[src/sv/mlet_mac.sv]
// Shared two-stage multiply-add unit that evaluates a line at one x coordinate.
module mlet_mac (
	input  logic               clk,
	input  logic signed [31:0] mul_a,
	input  logic signed [31:0] mul_b,
	input  logic signed [62:0] addend,
	output logic signed [62:0] sum
);

	logic signed [63:0] prod_s1;
	logic signed [62:0] addend_s1;
	logic signed [62:0] sum_s2;

	always_ff @(posedge clk) begin
		prod_s1   <= mul_a * mul_b;
		addend_s1 <= addend;
		sum_s2    <= prod_s1[62:0] + addend_s1;
	end

	assign sum = sum_s2;

endmodule

[config.mk]
export PLATFORM = sky130hd
export DESIGN_NAME = mlet_mac
export DESIGN_NICKNAME = d
export VERILOG_FILES = /design/src/sv/mlet_mac.sv
export SDC_FILE = /design/constraint.sdc
export NUM_CORES = 2
export LEC_CHECK = 0
export BUFFER_PORTS_ARGS = -buffer_cell sky130_fd_sc_hd__buf_4
export CORE_AREA = 2 2 327 329
export CTS_CLUSTER_DIAMETER = 50
export DETAILED_ROUTE_END_ITERATION = 10
export DIE_AREA = 0 0 329 331
export GPL_ROUTABILITY_DRIVEN = 0
export PLACE_DENSITY_LB_ADDON = 0.1
export SLEW_MARGIN = 5
export SYNTH_ARGS = -nofsm -noshare
export SYNTH_HDL_FRONTEND = slang
export SYNTH_SLANG_ARGS = --single-unit
[constraint.sdc]
create_clock -name clk -period 17 [get_ports clk]
set_clock_uncertainty 0.1 [all_clocks]
set_input_delay 3.4 -clock clk [delete_from_list [all_inputs] [get_ports clk]]
set_output_delay 3.4 -clock clk [all_outputs]
set_load 0.02 [all_outputs]
==> qor.csv <==
metric,value,unit
status,completed,
GRT met3 Usage,1.45,%
Slew @ Worst Pin,644,ps
Startpoint Class,input port,
hold-fix buffers at CTS,0,
final HPWL from detailed placement,93800,um
residual DRC count,0,
unrepaired setup endpoints after global routing,false,
CP max FO,33,
vias per inst,4.99,
Iter 0 DRT Violations,1401,
# fillers,10400,
vias in the first global route,33400,
slew margin rel.,56.6,%
final setup violation count,0,
total wire length,115000,um
element type at the critical path end,register,
die height,331,um
GR Overflow Total,0,
fin cells,5872,
synthesized net count,5906,
post-DR wirelength/cell,19.6,um
clk sinks,189,
"commonest non-fill, non-tap cells in the layout","fa_1, inv_1, nand2_1, and2_1, ha_1",
WP data required,17220,ps
initial antenna violation count,5,
arrival time worst endpoint,11470,ps
final worst path period share,66.2,%
main combinational cell family by area after synthesis,adder cells,
fin. max-slew vios,0,
most used routing layer,met2,
M1 GR Usage,27.8,%
CTS Buf Count,17,
clk_lat worst skew,440,ps
Global Route Usage Sum,22.5,%
"FF+latch count, synth",189,
Synth cell types,85,
Buffers on Ports,190,
clock root cell,clkbuf_16,
first-pass GRT wire length,188000,um
area grow syn2layout,6.92,%
boundary pin count,191,
Placed Cells,5839,
CTS tree,yes,
compound-gate portion of the synthesized area,5.89,%
Vias,29300,
simple-gate share of the synthesized area,15.1,%
initial core utilization,40.8,%
"most common cell after layout, fill and taps aside",fa_1,
cell area after synthesis,42800,sq um
share of layout cells above drive strength 1,5.67,%
syn avg cell area,9.60,sq um
Longest Clk Path Bufs,2,
Ys Warns,0,
Tmin final,11250,ps
post-synthesis mux area share,0.0234,%
die area,109000,sq um
critical path class,in -> reg,
Final ANT Viol Nets,0,
post-synthesis cell count,4460,
H-Tree Depth,4,
ys async rst share,0,%
Post-CTS Setup Bufs,0,
setup TNS,0,ps
Max Fclk,0.0889,GHz
largest net degree at the start of global routing,34,
"Reg clk slew, reported paths",70,ps
number of synthesized flops with an enable pin,0,
Final #Nets,5913,
post-CTS sizing,0,
Worst Hold Class,reg -> reg,
Post-Synth XOR/XNOR Area,2.50,%
Die W,329,um
maxcap violations,0,
"Seq/Total Area, Yosys",8.84,%
post-synthesis adder-cell area fraction,57.4,%
met2 GRT Util,42.7,%
DRT Pass-1 Iters,7,
num rows,119,
Core ar.,105000,sq um
top_reg_cell synth,dfxtp_1,
final hold viol count,0,
==> sequential cells by signal, summed over array words and instances, names as in the netlist <==
| signal | flops |
|---|---|
| addend_s1 | 63 |
| sum | 63 |
| prod_s1 | 63 |
==> cells in the mapped netlist (6+ instances only) <==
master | n | share of area, %
nor2b_1 | 15 | 0.22
o21ai_0 | 52 | 0.61
nand2b_1 | 31 | 0.45
nor3_1 | 17 | 0.20
and3_1 | 14 | 0.20
o211ai_1 | 8 | 0.14
nor2_1 | 90 | 0.79
nand3_1 | 24 | 0.28
a21o_1 | 70 | 1.2
a21oi_1 | 111 | 1.3
clkbuf_1 | 194 | 1.7
fa_1 | 1074 | 50
inv_1 | 959 | 8.4
a31oi_1 | 8 | 0.12
and2_1 | 503 | 7.4
a211oi_1 | 12 | 0.21
buf_2 | 6 | 0.070
o21a_1 | 19 | 0.33
xnor2_1 | 85 | 1.7
ha_1 | 244 | 7.1
o21bai_1 | 18 | 0.32
nand4_1 | 16 | 0.23
dfxtp_1 | 189 | 8.8
or3_1 | 8 | 0.12
xor2_1 | 37 | 0.76
nand2_1 | 559 | 4.9
==> worst max-delay path, stage by stage <==
cell and delay (ps):
buf_4 220, nand2_1 150, inv_1 90, fa_1 530, inv_1 70, fa_1 550, inv_1 60, fa_1 800
inv_1 230, fa_1 830, inv_1 370, fa_1 550, fa_1 540, inv_1 50, fa_1 480, inv_1 50
fa_1 450, ha_1 360, a21o_1 180, a21o_1 160, a21oi_1 200, nor4b_1 360, a21oi_1 190, o21ai_0 270
a21oi_1 120, xnor2_1 140
==> path summary, 6_finish.rpt <==
path / depth (start not counted) / slack (ps) / from / endpoint
setup / recovery: 26 / 5750 / mul_a[31] / prod_s1[62]
hold reg to reg: 1 / 350 / addend_s1[0] / sum[0]
hold / removal: 1 / 350 / addend_s1[0] / sum[0]
setup reg to reg: 13 / 13390 / addend_s1[0] / sum[62]
==> kinds of logic (layout without fill, tap and decap cells) <==
family / count (synthesis) / in the layout
other: 0 / 2
muxes: 1 / 1
DFF: 189 / 189
buffers and inverters: 1163 / 1182
xor gates and xnor gates: 122 / 122
adders and majority gates: 1318 / 1318
and+or+nand+nor: 1299 / 1299
AOI/OAI and AO/OA: 368 / 368
==> stage by stage <==
| step | cell area (sq um) | setup WS [ps] | hold WS [ps] | utilization (%) |
|---|---|---|---|---|
| after floorplan | 42800 | 6120 | 320 | - |
| after global placement | 45200 | 5390 | 340 | 43.1 |
| after detailed placement | 45200 | 5250 | 338 | 43.1 |
| after CTS | 45800 | 5720 | 364 | 43.6 |
| after global routing | 45800 | 5170 | 381 | 43.6 |
| final | 45800 | 5750 | 354 | 43.6 |
==> metal layers <==
layer  share of wire [%]  wire [um]  vias up
met3                 2.2       2540      120
met5              0.0096         11        -
met2                  54      62300      441
met1                  41      47300    15600
li1                    -          -    13100
met4                 2.5       2880        2
==> area by class of cell <==
type                       instances  area (sq um)  area share, %
sequential                       189          3780           8.27
antenna                            2          5.00         0.0109
clock buffer                      18           429          0.938
multi-input combinational       3108         34600           75.7
tap                             1391          1740           3.80
clock inverter                    13           130          0.284
inverter                         959          3600           7.87
timing repair buffer             192          1440           3.15
Power is not shown: default switching activity piles up to over one toggle a cycle in this logic, so the estimate is an artifact.
